--- src/hw/rtl/hgp_pkg.sv ---
// shared types, constants and byte-class helpers for the http get request parser
`default_nettype none

package hgp_pkg;

  // request size limit and derived widths
  localparam int unsigned MAX_REQUEST_BYTES = 4096;
  localparam int POS_W  = $clog2(MAX_REQUEST_BYTES + 1);
  localparam int OFS_W  = 12;
  localparam int HIST_W = 56;

  // parser phases
  localparam logic [3:0] PH_START       = 4'd0;
  localparam logic [3:0] PH_METHOD      = 4'd1;
  localparam logic [3:0] PH_BEFORE_URI  = 4'd2;
  localparam logic [3:0] PH_URI         = 4'd3;
  localparam logic [3:0] PH_BEFORE_HTTP = 4'd4;
  localparam logic [3:0] PH_HTTP        = 4'd5;
  localparam logic [3:0] PH_NAME        = 4'd6;
  localparam logic [3:0] PH_SEPARATOR   = 4'd7;
  localparam logic [3:0] PH_CRLF        = 4'd8;
  localparam logic [3:0] PH_LWS         = 4'd9;
  localparam logic [3:0] PH_VALUE       = 4'd10;

  // event codes
  localparam logic [2:0] EV_NONE        = 3'd0;
  localparam logic [2:0] EV_URI         = 3'd1;
  localparam logic [2:0] EV_HEADER      = 3'd2;
  localparam logic [2:0] EV_HEADER_DONE = 3'd3;
  localparam logic [2:0] EV_DONE        = 3'd4;
  localparam logic [2:0] EV_BAD_METHOD  = 3'd5;
  localparam logic [2:0] EV_BAD_REQUEST = 3'd6;

  // characters
  localparam logic [7:0] CH_NUL   = 8'h00;
  localparam logic [7:0] CH_TAB   = 8'h09;
  localparam logic [7:0] CH_LF    = 8'h0A;
  localparam logic [7:0] CH_CR    = 8'h0D;
  localparam logic [7:0] CH_SP    = 8'h20;
  localparam logic [7:0] CH_SLASH = 8'h2F;
  localparam logic [7:0] CH_COLON = 8'h3A;
  localparam logic [7:0] CH_DOT   = 8'h2E;
  localparam logic [7:0] CH_ONE   = 8'h31;
  localparam logic [7:0] CH_H     = 8'h48;
  localparam logic [7:0] CH_P     = 8'h50;
  localparam logic [7:0] CH_T     = 8'h54;
  localparam logic [7:0] CASE_BIT = 8'h20;

  localparam logic [23:0] WORD_GET    = 24'h474554;
  localparam logic [63:0] WORD_HTTP11 = 64'h485454502F312E31;

  // parser state
  typedef struct packed {
    logic [3:0]        phase;
    logic              finished;
    logic [POS_W-1:0]  position;
    logic [POS_W-1:0]  mark;
    logic [POS_W-1:0]  name_start;
    logic [POS_W-1:0]  name_len;
    logic [POS_W-1:0]  trail_cnt;
    logic              after_nl;
    logic [HIST_W-1:0] recent;
  } state_t;

  // one result beat
  typedef struct packed {
    logic [7:0]       out_byte;
    logic [2:0]       event_res;
    logic [OFS_W-1:0] span_start;
    logic [OFS_W-1:0] span_length;
    logic [OFS_W-1:0] name_start;
    logic [OFS_W-1:0] name_length;
  } result_t;

  function automatic logic is_upper(input logic [7:0] c);
    return (c >= 8'h41) && (c <= 8'h5A);
  endfunction

  function automatic logic is_alpha(input logic [7:0] c);
    logic [7:0] l;
    l = c | CASE_BIT;
    return (l >= 8'h61) && (l <= 8'h7A);
  endfunction

  function automatic logic [7:0] to_upper(input logic [7:0] c);
    return ((c >= 8'h61) && (c <= 8'h7A)) ? (c - CASE_BIT) : c;
  endfunction

  function automatic logic is_http_char(input logic [7:0] c);
    return (c == CH_H) || (c == CH_T) || (c == CH_P) || (c == CH_SLASH) ||
           (c == CH_ONE) || (c == CH_DOT);
  endfunction

  function automatic logic is_name_sep(input logic [7:0] c);
    logic r;
    case (c) inside
      8'h28, 8'h29, 8'h3C, 8'h3E, 8'h40, 8'h2C, 8'h3B, 8'h5C, 8'h22, 8'h2F,
      8'h5B, 8'h5D, 8'h3F, 8'h3D, 8'h7B, 8'h7D, 8'h0D, 8'h0A, 8'h20,
      8'h09: r = 1'b1;
      default: r = 1'b0;
    endcase
    return r;
  endfunction

endpackage

`default_nettype wire

--- src/hw/rtl/hgp_core.sv ---
// parser state registers and the one-byte step logic
`default_nettype none

module hgp_core (
  input  wire logic            clk,
  input  wire logic            rst,
  input  wire logic            fire,      // commit this byte
  input  wire logic [7:0]      in_byte,
  input  wire logic            restart,
  output hgp_pkg::result_t     result
);

  hgp_pkg::state_t st;
  hgp_pkg::state_t st_next;
  hgp_pkg::state_t cur;

  logic [7:0]               ch;
  logic [hgp_pkg::POS_W-1:0] p;
  logic [hgp_pkg::POS_W-1:0] diff;
  logic [hgp_pkg::POS_W-1:0] end_pos;
  logic [hgp_pkg::POS_W-1:0] val_len;
  logic [7:0]               ob;
  logic [2:0]               ev;
  logic [hgp_pkg::POS_W-1:0] s_start;
  logic [hgp_pkg::POS_W-1:0] s_len;
  logic [hgp_pkg::POS_W-1:0] n_start;
  logic [hgp_pkg::POS_W-1:0] n_len;

  // restart clears the state before the byte is taken
  assign cur     = restart ? '0 : st;
  assign ch      = in_byte;
  assign p       = cur.position;
  assign diff    = p - cur.mark;
  assign end_pos = p - cur.trail_cnt;
  assign val_len = (end_pos > cur.mark) ? (end_pos - cur.mark) : '0;

  // step logic
  always_comb begin
    st_next = cur;
    ob      = ch;
    ev      = hgp_pkg::EV_NONE;
    s_start = '0;
    s_len   = '0;
    n_start = '0;
    n_len   = '0;
    if (!cur.finished && (p >= hgp_pkg::POS_W'(hgp_pkg::MAX_REQUEST_BYTES))) begin
      ev = hgp_pkg::EV_BAD_REQUEST;
    end else if (!cur.finished) begin
      unique case (cur.phase)
        hgp_pkg::PH_START: begin
          st_next.mark = p;
          if ((ch == hgp_pkg::CH_LF) || (ch == hgp_pkg::CH_CR) || (ch == hgp_pkg::CH_NUL)) begin
          end else if (!hgp_pkg::is_upper(ch)) begin
            ev = hgp_pkg::EV_BAD_METHOD;
          end else begin
            st_next.phase = hgp_pkg::PH_METHOD;
          end
        end
        hgp_pkg::PH_METHOD: begin
          if (ch == hgp_pkg::CH_SP) begin
            if ((diff == hgp_pkg::POS_W'(3)) && (cur.recent[23:0] == hgp_pkg::WORD_GET))
              st_next.phase = hgp_pkg::PH_BEFORE_URI;
            else
              ev = hgp_pkg::EV_BAD_METHOD;
          end else if (!hgp_pkg::is_upper(ch)) begin
            ev = hgp_pkg::EV_BAD_METHOD;
          end
        end
        hgp_pkg::PH_BEFORE_URI: begin
          if (ch == hgp_pkg::CH_SLASH) begin
            st_next.mark  = p;
            st_next.phase = hgp_pkg::PH_URI;
          end else if (!hgp_pkg::is_alpha(ch) && (ch != hgp_pkg::CH_SP)) begin
            ev = hgp_pkg::EV_BAD_REQUEST;
          end
        end
        hgp_pkg::PH_URI: begin
          if (ch == hgp_pkg::CH_SP) begin
            ev            = hgp_pkg::EV_URI;
            s_start       = cur.mark;
            s_len         = diff;
            st_next.phase = hgp_pkg::PH_BEFORE_HTTP;
          end else if ((ch == hgp_pkg::CH_LF) || (ch == hgp_pkg::CH_CR) ||
                       (ch == hgp_pkg::CH_NUL)) begin
            ev = hgp_pkg::EV_BAD_REQUEST;
          end
        end
        hgp_pkg::PH_BEFORE_HTTP: begin
          if (ch == hgp_pkg::CH_H) begin
            st_next.mark  = p;
            st_next.phase = hgp_pkg::PH_HTTP;
          end else if (ch != hgp_pkg::CH_SP) begin
            ev = hgp_pkg::EV_BAD_REQUEST;
          end
        end
        hgp_pkg::PH_HTTP: begin
          if (hgp_pkg::is_http_char(ch)) begin
            if ((diff == hgp_pkg::POS_W'(7)) && ({cur.recent, ch} == hgp_pkg::WORD_HTTP11))
              st_next.phase = hgp_pkg::PH_CRLF;
            else if (diff > hgp_pkg::POS_W'(7))
              ev = hgp_pkg::EV_BAD_REQUEST;
          end else begin
            ev = hgp_pkg::EV_BAD_REQUEST;
          end
        end
        hgp_pkg::PH_CRLF: begin
          st_next.trail_cnt = '0;
          if ((ch == hgp_pkg::CH_CR) || (ch == hgp_pkg::CH_LF)) begin
          end else if ((ch == hgp_pkg::CH_SP) || (ch == hgp_pkg::CH_TAB)) begin
            st_next.phase = hgp_pkg::PH_LWS;
          end else begin
            st_next.mark  = p;
            ob            = hgp_pkg::to_upper(ch);
            st_next.phase = hgp_pkg::PH_NAME;
          end
        end
        hgp_pkg::PH_LWS: begin
          st_next.trail_cnt = '0;
          if (ch == hgp_pkg::CH_CR) begin
          end else if (ch == hgp_pkg::CH_LF) begin
            if (cur.after_nl) ev = hgp_pkg::EV_DONE;
            else st_next.after_nl = 1'b1;
          end else begin
            st_next.after_nl = 1'b0;
            if ((ch == hgp_pkg::CH_SP) || (ch == hgp_pkg::CH_TAB)) begin
              st_next.phase = hgp_pkg::PH_VALUE;
            end else begin
              st_next.mark  = p;
              ob            = hgp_pkg::to_upper(ch);
              st_next.phase = hgp_pkg::PH_NAME;
            end
          end
        end
        hgp_pkg::PH_NAME: begin
          if (hgp_pkg::is_name_sep(ch)) begin
            ev = hgp_pkg::EV_BAD_REQUEST;
          end else if (ch == hgp_pkg::CH_COLON) begin
            st_next.name_start = cur.mark;
            st_next.name_len   = diff;
            st_next.phase      = hgp_pkg::PH_SEPARATOR;
          end else begin
            ob = hgp_pkg::to_upper(ch);
          end
        end
        hgp_pkg::PH_SEPARATOR: begin
          if ((ch == hgp_pkg::CH_SP) || (ch == hgp_pkg::CH_TAB) || (ch == hgp_pkg::CH_CR)) begin
          end else if (ch == hgp_pkg::CH_LF) begin
            st_next.after_nl = 1'b1;
            st_next.phase    = hgp_pkg::PH_LWS;
          end else begin
            st_next.mark  = p;
            st_next.phase = hgp_pkg::PH_VALUE;
          end
        end
        hgp_pkg::PH_VALUE: begin
          if (ch == hgp_pkg::CH_CR) begin
            st_next.trail_cnt = cur.trail_cnt + 1'b1;
          end else if (ch == hgp_pkg::CH_LF) begin
            if (cur.after_nl) begin
              ev                = hgp_pkg::EV_HEADER_DONE;
              s_start           = cur.mark;
              s_len             = val_len;
              n_start           = cur.name_start;
              n_len             = cur.name_len;
              st_next.trail_cnt = '0;
            end else begin
              st_next.after_nl  = 1'b1;
              st_next.trail_cnt = cur.trail_cnt + 1'b1;
            end
          end else if ((ch == hgp_pkg::CH_SP) || (ch == hgp_pkg::CH_TAB)) begin
            if (cur.after_nl) begin
              st_next.after_nl  = 1'b0;
              st_next.trail_cnt = '0;
            end
          end else if (cur.after_nl) begin
            // a new header name closes the previous value
            st_next.after_nl  = 1'b0;
            ev                = hgp_pkg::EV_HEADER;
            s_start           = cur.mark;
            s_len             = val_len;
            n_start           = cur.name_start;
            n_len             = cur.name_len;
            st_next.trail_cnt = '0;
            st_next.mark      = p;
            ob                = hgp_pkg::to_upper(ch);
            st_next.phase     = hgp_pkg::PH_NAME;
          end
        end
        default: begin
        end
      endcase
      if (ev >= hgp_pkg::EV_HEADER_DONE) st_next.finished = 1'b1;
      st_next.recent   = {cur.recent[hgp_pkg::HIST_W-9:0], ch};
      st_next.position = p + 1'b1;
    end
    if (ev == hgp_pkg::EV_BAD_REQUEST) st_next.finished = 1'b1;
  end

  // result fields, offsets trimmed to the port width
  always_comb begin
    result.out_byte    = ob;
    result.event_res   = ev;
    result.span_start  = hgp_pkg::OFS_W'(s_start);
    result.span_length = hgp_pkg::OFS_W'(s_len);
    result.name_start  = hgp_pkg::OFS_W'(n_start);
    result.name_length = hgp_pkg::OFS_W'(n_len);
  end

  // state register
  always_ff @(posedge clk) begin
    if (rst) begin
      st <= '0;
    end else if (fire) begin
      st <= st_next;
    end
  end

  // a terminal event leaves the parser finished
  a_terminal_sticks: assert property (@(posedge clk) disable iff (rst)
    fire && ((ev == hgp_pkg::EV_HEADER_DONE) || (ev == hgp_pkg::EV_DONE) ||
             (ev == hgp_pkg::EV_BAD_METHOD) || (ev == hgp_pkg::EV_BAD_REQUEST))
    |=> st.finished)
    else $error("terminal event did not finish the request");

  // a finished request only echoes until restart
  a_idle_quiet: assert property (@(posedge clk) disable iff (rst)
    st.finished && !restart |-> (ev == hgp_pkg::EV_NONE) && (st_next == st))
    else $error("finished parser produced an event or changed state");

  // offset counter never runs past the request limit
  a_pos_bound: assert property (@(posedge clk) disable iff (rst)
    st.position <= hgp_pkg::POS_W'(hgp_pkg::MAX_REQUEST_BYTES))
    else $error("position beyond request limit");

  // state moves only when a byte is committed
  a_hold: assert property (@(posedge clk) disable iff (rst)
    !fire |=> $stable(st))
    else $error("parser state changed without a byte");

endmodule

`default_nettype wire

--- src/hw/rtl/http_get_request_parser_top.sv ---
// top level: input beat register, parser core and result beat register
//
//  channel  | dir | tdata                                       | tuser
//  s_axis   | in  | in_byte[7:0]                                | restart[0]
//  m_axis   | out | out_byte, span_start, span_length,          | event_res[2:0]
//           |     | name_start, name_length (8+12+12+12+12)     |
//
// one beat in, one beat out, sustained at one beat per cycle while m_axis does not stall
// a beat passes through the input register, then the parser step into the result register
// parser state commits as a beat moves from the input register to the result register
// rst clears both valid flags and the parser state; restart in tuser clears it per request
// a stall on m_axis holds the result; the input register holds at most one more beat before s_axis stalls
`default_nettype none

module http_get_request_parser_top (
  input  wire logic        clk,
  input  wire logic        rst,
  input  wire logic        s_axis_tvalid,
  output logic             s_axis_tready,
  input  wire logic [7:0]  s_axis_tdata,   // in_byte
  input  wire logic [0:0]  s_axis_tuser,   // restart
  output logic             m_axis_tvalid,
  input  wire logic        m_axis_tready,
  output logic [55:0]      m_axis_tdata,   // out_byte, span_start, span_length,
                                           // name_start, name_length
  output logic [2:0]       m_axis_tuser    // event_res
);

  logic              in_valid;
  logic [7:0]        in_byte_q;
  logic              restart_q;
  logic              advance;
  hgp_pkg::result_t  step_res;
  hgp_pkg::result_t  out_res;

  assign advance       = in_valid && (!m_axis_tvalid || m_axis_tready);
  assign s_axis_tready = !in_valid || advance;

  // input beat register
  always_ff @(posedge clk) begin
    if (rst) begin
      in_valid <= 1'b0;
    end else if (s_axis_tready) begin
      in_valid <= s_axis_tvalid;
    end
  end

  always_ff @(posedge clk) begin
    if (s_axis_tvalid && s_axis_tready) begin
      in_byte_q <= s_axis_tdata;
      restart_q <= s_axis_tuser[0];
    end
  end

  hgp_core u_core (
    .clk     (clk),
    .rst     (rst),
    .fire    (advance),
    .in_byte (in_byte_q),
    .restart (restart_q),
    .result  (step_res)
  );

  // result beat register
  always_ff @(posedge clk) begin
    if (rst) begin
      m_axis_tvalid <= 1'b0;
    end else if (advance) begin
      m_axis_tvalid <= 1'b1;
    end else if (m_axis_tready) begin
      m_axis_tvalid <= 1'b0;
    end
  end

  always_ff @(posedge clk) begin
    if (advance) begin
      out_res <= step_res;
    end
  end

  assign m_axis_tdata = {out_res.name_length, out_res.name_start, out_res.span_length,
                         out_res.span_start, out_res.out_byte};
  assign m_axis_tuser = out_res.event_res;

endmodule

`default_nettype wire
--- config.mk ---
export PLATFORM = sky130hd
export DESIGN_NAME = http_get_request_parser_top
export DESIGN_NICKNAME = d
export VERILOG_FILES = /design/src/hw/rtl/hgp_pkg.sv /design/src/hw/rtl/hgp_core.sv /design/src/hw/rtl/http_get_request_parser_top.sv
export SDC_FILE = /design/constraint.sdc
export NUM_CORES = 1
export LEC_CHECK = 0
export BUFFER_PORTS_ARGS = -buffer_cell sky130_fd_sc_hd__clkbuf_2
export CAP_MARGIN = 20
export CORE_ASPECT_RATIO = 0.9
export CORE_UTILIZATION = 25
export CTS_BUF_LIST = sky130_fd_sc_hd__clkbuf_4 sky130_fd_sc_hd__clkbuf_8
export DETAILED_ROUTE_END_ITERATION = 16
export PLACE_DENSITY = 0.51
export SETUP_SLACK_MARGIN = 0.15
export SLEW_MARGIN = 25
export SYNTH_ARGS = -nofsm -noshare
export SYNTH_HDL_FRONTEND = slang
export SYNTH_SLANG_ARGS = --single-unit
--- constraint.sdc ---
create_clock -name clk -period 6.31 [get_ports clk]
set_input_delay 0.631 -clock clk [delete_from_list [all_inputs] [get_ports clk]]
set_output_delay 0.631 -clock clk [all_outputs]
set_load 0.005 [all_outputs]
Word-level counts from Yosys, hierarchy flattened --
Index checks and enable logic that the tools add are counted.
Storage, ports and cells: output and inout port bits 61, word-level logic and storage cells 230, bits in registers 197
Cells by class: bitwise operators 1, magnitude comparators 10, add/subtract/negate cells 6, eq/ne operators 42, multiplexer cells 121, reduce and logical (&&, ||, !) cells 31
Operator list (number):
- $mux 127 | 3
- $mux 12 | 17
- $mux 13 | 14
- $eq 8x6->1 const B | 14
- $mux 8 | 13
- $pmux 13 s7 | 1
- $mux 4 | 21
- $mux 26 | 3
- $eq 8x7->1 const B | 9
- $mux 3 | 24
- $eq 64x63->1 const B | 1
- $pmux 12 s2 | 2
- $pmux 4 s11 | 1
- $pmux 8 s4 | 1
- $mux 14 | 2
- $pmux 3 s9 | 1
- $add 13x1->13 const B | 2
- $pmux 13 s2 | 1
- $sub 13x13->13 | 2
- $eq 24x23->1 const B | 1
- $eq 8x4->1 const B | 3
- $ge 8x7->1 const B | 3
- $le 8x7->1 const B | 3
- $reduce_or 20->1 | 1
- 26 further kinds | 68

Depth between registers and ports, before layout --
Gate-level depths: netlist of the first run.
depth after elaboration 15, mapped depth 30

By module --
Synthesis of the first run repeated with hierarchy kept, for this count alone.
Unflattened totals: cell total of the unflattened synthesis 1410, area, all modules 11611.1 µm²
Modules (own cells, without submodules):
- hgp_core | instances 1, area an instance 9465.3 µm², sequential area each 2502.4 µm², cells each 1332
- http_get_request_parser_top | instances 1, area an instance 2145.8 µm², sequential area each 2082.0 µm², cells each 78

Worst setup path before layout of the first run --
Ideal clock, no wire load.
path type register to register, start register restart_q, end register out_res (netlist bit m_axis_tdata[23]) (data pin), setup slack 1.119 ns, setup time 0.266 ns, stages on the path, launching flop included 30, arrival 4.925 ns, path buffers 8, path through edfxtp_1 buf_6 buf_6 buf_4 buf_2 buf_2 buf_2 clkbuf_1 nor2b_1 ha_1 inv_1 ha_1 o2111ai_1 a22oi_1 o211ai_2 a21oi_1 nand2b_1 a21oi_1 o21bai_1 a21oi_1 xnor2_1 ha_1 and3_1 nand4_1 nor4_1 a31oi_1 o21a_1 buf_4 a22oi_1 nor2_1
Between the ends: word-level cells in the longest chain between the ends 9, elaborated cells between the ends (all ways) 18
Ends and longest elaborated chain:
- start: declaration | RTL line http_get_request_parser_top.sv:31 | logic restart_q;
- start signal: assignment | RTL line http_get_request_parser_top.sv:51 | restart_q <= s_axis_tuser[0];
- $mux 127 (*) | RTL line hgp_core.sv:30 | assign cur = restart ? '0 : st;
- $sub 13x13->13 | RTL line hgp_core.sv:34 | assign end_pos = p - cur.trail_cnt;
- $sub 12x12->12 or $gt 13x13->1 (tied branches) | RTL line hgp_core.sv:35 | assign val_len = (end_pos > cur.mark) ? (end_pos - cur.mark) : '0;
- $mux 12 | RTL line hgp_core.sv:35
- $mux 12 | RTL line hgp_core.sv:159, hgp_core.sv:175
- $mux 12 | RTL line hgp_core.sv:170 | end else if ((ch == hgp_pkg::CH_SP) || (ch == hgp_pkg::CH_TAB)) begin
- $mux 12 | RTL line hgp_core.sv:158 | end else if (ch == hgp_pkg::CH_LF) begin
- $mux 12 | RTL line hgp_core.sv:156 | if (ch == hgp_pkg::CH_CR) begin
- $pmux 12 s2 | RTL line hgp_core.sv:49 | unique case (cur.phase)
- end signal: assignment | RTL line http_get_request_parser_top.sv:77 | out_res <= step_res;
- end: declaration | RTL line http_get_request_parser_top.sv:34 | hgp_pkg::result_t out_res;
Every way passes the cells marked *; elsewhere a longest branch is shown, timed or not. A chain may end at the register's enable or synchronous reset.

Final worst setup path of the first run --
start register restart_q, end register out_res (netlist bit m_axis_tdata[29]) (data pin)
The elaborated chain is that of the path after synthesis.

==> results.json, run 1 <==
{
  "htreeDepth": 4,
  "dr.first_iter.drc_count": 883,
  "antenna_found_initial": 0,
  "ir_worst_vdd_mv": 0.152,
  "grt_pass1_vias": 9885,
  "critPathArrivalTime_ns": 5.22,
  "synth_top_cell_area_share_pct": 22.3,
  "maxCapViolCount": 0,
  "synth_edf_count": 68,
  "hold_viol_final": 0,
  "crit_slowest_cell": "edfxtp_1",
  "synth_cells": 1400,
  "min_path_type": "in2reg",
  "clk_pin_slew_worst_paths_ns": 0.11,
  "grt_usage_pct": 16.4,
  "syn-mean-instance-area_um2": 8.14,
  "rsz0062_at_grt": "false",
  "grt_first_pass_wirelength_um": 58200,
  "synth.yosys.warnings": 0,
  "grt-ovfl-total": 0,
  "cp_max_fo": 49,
  "cp_top_family": "compound AO/OA/AOI/OAI gates",
  "met2_usage_pct": 26.2,
  "clock-sinks": 195,
  "synth_cell_types": 81,
  "cts_buffers": 17,
  "async_flop_share_pct": 0,
  "synthTopCellsByArea": "dfxtp_1, edfxtp_1, nor2_1",
  "setup_viol_count_final": 0,
  "antenna_left": 0,
  "path_class": "reg2reg",
  "power_density_nw_per_um2": 202,
  "core_area_um2": 44600,
  "grt_max_degree": 86,
  "slew_violations": 0,
  "gr-max-usage-layer": "met2",
  "wire_per_inst_um": 18.6,
  "fin_crit_ns": 4.97,
  "dieHeight_um": 205,
  "fmax_mhz": 201,
  "drtPass1Iterations": 5,
  "p_leak_nw": 4.62,
  "vias": 10500,
  "clockBufferDepth": 2,
  "layout_common_cells": "nor2_1, a21oi_1, dfxtp_1, nand2_1, and3_1",
  "tritoncts": "done",
  "n_antenna_cell": 0,
  "routed_wirelength_um": 37800,
  "yosysSeqAreaShare_pct": 40.2,
  "die_width_um": 227,
  "max_stage_delay_ns": 0.45,
  "cts_setup_buffers": 0,
  "initial_core_util_pct": 25.6,
  "postPlaceCellArea_um2": 12300,
  "layout_commonest_cell": "nor2_1",
  "final_util_pct": 28.5,
  "die_area_um2": 46500,
  "cts-resized-gates": 0,
  "cts_root_buffer": "clkbuf_8",
  "cp.required_ns": 6.56,
  "design_area_um2": 12700,
  "synth.net_count": 1436,
  "endpoint_kind": "flip-flop",
  "grt_use_met1_pct": 22.9,
  "drc_errors": 0,
  "status": "completed",
  "skew_ns": 0.0216,
  "nets": 1453,
  "timing.slew.headroom_pct": 34.8,
  "io_buffer_count": 73,
  "gp_congestion": 0.874,
  "drive_above_1_share_pct": 10.8,
  "yosysTopAreaCell": "dfxtp_1",
  "critPathBufInv": 2,
  "fin_tns_setup_ns": 0,
  "ys_seq_elements": 195,
  "start_kind": "flip-flop",
  "period_share_pct": 78.7,
  "worst_pin_slew_ns": 0.977,
  "io_pins": 74,
  "viasPerCell": 5.17,
  "post-dp-hpwl_um": 27000,
  "postCtsHoldBufs": 0,
  "syn_to_final_growth_pct": 11.6,
  "met3_usage_pct": 2.62,
  "synth_area_um2": 11400,
  "path_cells": "buf_4, inv_2, nand2_1, ha_1, o21ai_0, nor2_1, a211oi_1, a221oi_1, a31oi_1, a21oi_1, ha_1, nor2b_1, a221o_1, o211a_1, o22ai_2, a21boi_0, o21a_1, a32oi_1, nor2_1",
  "rows": 73,
  "synth_flop_cell": "dfxtp_1",
  "clock_latency_ns": 0.53
}
state kept, by name, summed over array words and instances (netlist names):
| name | flops |
|---|---|
| in_byte_q | 8 |
| in_valid | 1 |
| m_axis_tdata | 56 |
| m_axis_tuser | 3 |
| m_axis_tvalid | 1 |
| restart_q | 1 |
| u_core.st | 125 |
power by group:
group | leakage [nW] | switching (mW) | internal [mW] | total (mW)
clock | 0.222 | 0.531 | 0.412 | 0.943
sequential | 1.66 | 0.0274 | 1.33 | 1.35
combinational | 2.74 | 0.187 | 0.0879 | 0.275
total | 4.62 | 0.745 | 1.83 | 2.57
per-stage QoR:
stage	cells	total power [mW]	setup slack [ns]	hold slack [ns]
3_5_place_dp	1998	1.66	1.44	0.470
4_1_cts	2030	2.61	1.38	0.235
6_report	2030	2.57	1.34	0.284
5_1_grt	2030	2.69	0.889	0.241
3_3_place_gp	1998	1.66	1.53	0.460
2_1_floorplan	1400	1.56	1.12	0.424
worst paths after layout:
| check | from | to | slack, ns | depth (start not counted) |
|---|---|---|---|---|
| min | s_axis_tdata[3] | in_byte_q[3]$_DFFE_PP_ | 0.28 | 1 |
| max reg2reg | restart_q$_DFFE_PP_ | m_axis_tdata[29]$_SDFFCE_PP0P_ | 1.34 | 19 |
| min reg2reg | u_core.st[7]$_SDFFE_PP0P_ | u_core.st[7]$_SDFFE_PP0P_ | 0.48 | 2 |
| max | restart_q$_DFFE_PP_ | m_axis_tdata[29]$_SDFFCE_PP0P_ | 1.34 | 19 |
cell type report:
| class | count | area (um^2) |
|---|---|---|
| clock inverters | 15 | 214 |
| clock buffers | 17 | 234 |
| repair buffers | 90 | 495 |
| flip-flops and latches | 195 | 4580 |
| fillers | 4852 | 31900 |
| well taps | 600 | 751 |
| multi-input cells | 1082 | 6330 |
| inverters | 31 | 116 |
kinds of logic after synthesis:
| kind of cell | count (synthesis) | synth area share, % |
|---|---|---|
| AND/OR/NAND/NOR | 619 | 27.0 |
| AO/OA/AOI/OAI | 391 | 21.8 |
| flip-flops | 195 | 40.2 |
| buffers and inverters | 123 | 4.53 |
| XOR/XNOR | 44 | 3.51 |
| adder cells (fa/ha/maj) | 25 | 2.70 |
| multiplexers | 3 | 0.274 |
cell usage after synthesis (all sizes together) (6+ instances only):
master / instances
ha: 23
nor2: 234
nor3: 28
dfxtp: 127
a31oi: 21
buf: 22
xor2: 10
xnor2: 34
and3: 77
nand2: 106
nand2b: 31
o21ai: 71
nand4: 12
a32oi: 14
o211ai: 8
o22ai: 6
clkbuf: 70
nor3b: 8
nor4b: 9
nand3: 26
nor4: 11
a22oi: 37
o21a: 8
o21bai: 8
a21o: 8
a21oi: 152
edfxtp: 68
nor2b: 40
or3: 8
a211oi: 20
inv: 31
layer usage:
layer | vias up | share of wire (%)
met1 | 5106 | 48
met3 | 19 | 5.3
met2 | 288 | 46
met4 | 0 | 1.0
li1 | 5083 | -
met5 | - | 0
Power figures use the tool's default switching activity.
==> inputs of run 2 (changes only) <==
--- a/config.mk
+++ b/config.mk
@@ -11,7 +11,7 @@
 export CORE_UTILIZATION = 25
 export CTS_BUF_LIST = sky130_fd_sc_hd__clkbuf_4 sky130_fd_sc_hd__clkbuf_8
 export DETAILED_ROUTE_END_ITERATION = 16
-export PLACE_DENSITY = 0.51
+export PLACE_DENSITY = 0.52
 export SETUP_SLACK_MARGIN = 0.15
 export SLEW_MARGIN = 25
 export SYNTH_ARGS = -nofsm -noshare
==> constraint.sdc (replaced) <==
create_clock -name clk -period 4.3 [get_ports clk]
set_input_delay 0.43 -clock clk [delete_from_list [all_inputs] [get_ports clk]]
set_output_delay 0.43 -clock clk [all_outputs]
set_load 0.005 [all_outputs]
==> run 2 against run 1 <==
Register-to-register slack worse by 1.3 ns. Total power is 42% higher. Utilization is 1.7 points higher. Hold slack worse by 0.20 ns. Clock power is 29% higher. First-iteration DRC count is 15% higher. Non-clock buffer count is 82 higher. Setup slack worse by 1.3 ns. Critical path type unchanged. Critical endpoint is now m_axis_tdata[27]$_SDFFCE_PP0P_. Largest power group unchanged.
==> results.json, run 2 (synthesis gave the netlist of run 1 again) <==
{
  "status": "completed",
  "cp.required_ns": 4.57,
  "syn_to_final_growth_pct": 18.2,
  "start_kind": "flip-flop",
  "layout_commonest_cell": "nor2_1",
  "clk_pin_slew_worst_paths_ns": 0.12,
  "path_class": "reg2reg",
  "core_area_um2": 44600,
  "antenna_left": 0,
  "cts_buffers": 17,
  "maxCapViolCount": 0,
  "setup_viol_count_final": 0,
  "instances_no_fill": 2112,
  "nets": 1535,
  "drtPass1Iterations": 5,
  "grt_pass1_vias": 10300,
  "pwr-share-seq_pct": 54.1,
  "ir_worst_vdd_mv": 0.169,
  "fmax_mhz": 237,
  "grt-ovfl-total": 0,
  "grt_usage_pct": 16.9,
  "viasPerCell": 5.16,
  "dp_cells": 2050,
  "power_frac_clock_pct": 33.2,
  "rsz0062_at_grt": "true",
  "p_int_mw": 2.55,
  "gp_congestion": 0.947,
  "power_density_nw_per_um2": 272,
  "fin_tns_setup_ns": 0,
  "hold_viol_final": 0,
  "cts_root_buffer": "clkbuf_8",
  "tritoncts": "done",
  "io_pins": 74,
  "largest-register": "u_core.st",
  "critPathArrivalTime_ns": 4.48,
  "grt_max_degree": 94,
  "cp_max_fo": 24,
  "drc_errors": 0,
  "p_leak_nw": 5.06,
  "slew_violations": 0,
  "min_path_type": "in2reg",
  "htreeDepth": 4,
  "die_area_um2": 46500,
  "die_width_um": 227,
  "wire_per_inst_um": 18.3,
  "p_switching_mw": 1.11,
  "drive_above_1_share_pct": 17.5,
  "period_share_pct": 97.9,
  "io_buffer_count": 73,
  "dieHeight_um": 205,
  "postCtsHoldBufs": 0,
  "clock_latency_ns": 0.53,
  "endpoint_kind": "flip-flop",
  "clockBufferDepth": 2,
  "combPwrFrac_pct": 12.8,
  "n_antenna_cell": 0,
  "routed_wirelength_um": 38600,
  "grt_first_pass_wirelength_um": 60500,
  "layout_common_cells": "nor2_1, a21oi_1, dfxtp_1, nand2_1, buf_4",
  "rows": 73,
  "timing.slew.headroom_pct": 33.8,
  "clock-sinks": 195,
  "post-dp-hpwl_um": 28300,
  "largest_reg_flops": 125,
  "p_sw_share_pct": 30.3,
  "initial_core_util_pct": 25.6,
  "fin_crit_ns": 4.21,
  "skew_ns": 0.0253,
  "vias": 10900,
  "antenna_found_initial": 0,
  "worst_pin_slew_ns": 0.993,
  "dr.first_iter.drc_count": 1016
}
-- run 2: cell count changes in the layout (fill, tap and decap cells not counted), sizes merged --
| cell | change |
|---|---|
| buf | +81 |
| clkinv | +2 |
| bufinv | -3 |
| clkbuf | +2 |
-- run 2: power groups by stage --
| stage | registers [mW] | logic [mW] | clock network, mW |
|---|---|---|---|
| after floorplan | 2.01 | 0.293 | 0 |
| after global placement | 2.02 | 0.428 | 0 |
| after detailed placement | 2.02 | 0.428 | 0 |
| after CTS | 1.98 | 0.448 | 1.27 |
| after global routing | 1.99 | 0.513 | 1.33 |
| final | 1.98 | 0.468 | 1.22 |
-- run 2: repair_timing --
action / CTS / global route
pin swaps: 13 / 14
setup endpoints to repair: 10 / 19
cloned: 0 / 1
setup buffers: 25 / 4
resized for setup: 8 / 14
-- run 2: cell type report --
class	instances	area, um^2
inverter	31	116
multi-input combinational	1082	6480
clock buffer	18	241
timing repair buffer	172	1160
fill	4782	31100
clock inverter	14	138
tap	600	751
sequential	195	4580
-- run 2: final timing paths --
check	start	end	slack, ns	cells after the start
hold reg to reg	u_core.st[2]$_SDFFE_PP0P_	u_core.st[2]$_SDFFE_PP0P_	0.49	2
hold / removal	s_axis_tdata[6]	in_byte_q[6]$_DFFE_PP_	0.08	1
setup / recovery	restart_q$_DFFE_PP_	m_axis_tdata[27]$_SDFFCE_PP0P_	0.09	21
setup reg to reg	restart_q$_DFFE_PP_	m_axis_tdata[27]$_SDFFCE_PP0P_	0.09	21
-- run 2: critical path, cell delays in order (launching register included) --
cell,delay [ns]
edfxtp_1,0.48
buf_4,0.20
buf_16,0.16
inv_2,0.06
nand2_1,0.08
ha_4,0.20
o21ai_2,0.19
nor2_1,0.08
a211oi_1,0.21
a221oi_1,0.07
a31oi_1,0.21
a21oi_1,0.09
ha_1,0.36
nor2b_1,0.15
a221o_1,0.36
o211a_1,0.16
o22ai_2,0.16
a21boi_1,0.09
o21a_2,0.25
buf_6,0.15
a22oi_2,0.13
nor2_1,0.06
-- run 2: stage by stage --
stage | cell area, um^2 | hold slack [ns] | util [%] | total power [mW] | setup WS, ns
after floorplan | 11500 | 0.424 | - | 2.30 | -0.327
after global placement | 12800 | 0.464 | 28.6 | 2.45 | 0.149
after detailed placement | 12800 | 0.469 | 28.6 | 2.45 | 0.0341
after CTS | 13300 | 0.0326 | 29.9 | 3.70 | 0.109
after global routing | 13500 | 0.0448 | 30.2 | 3.83 | -0.143
final | 13500 | 0.0828 | 30.2 | 3.66 | 0.0890
-- run 2: per-layer routing --
| metal | track usage (%) | vias to the layer above | wire (um) |
|---|---|---|---|
| li1 | - | 5258 | - |
| met1 | 24.0 | 5279 | 18800 |
| met2 | 26.7 | 323 | 17300 |
| met3 | 2.55 | 34 | 1950 |
| met4 | 3.98 | 0 | 589 |
| met5 | 0 | - | 0 |
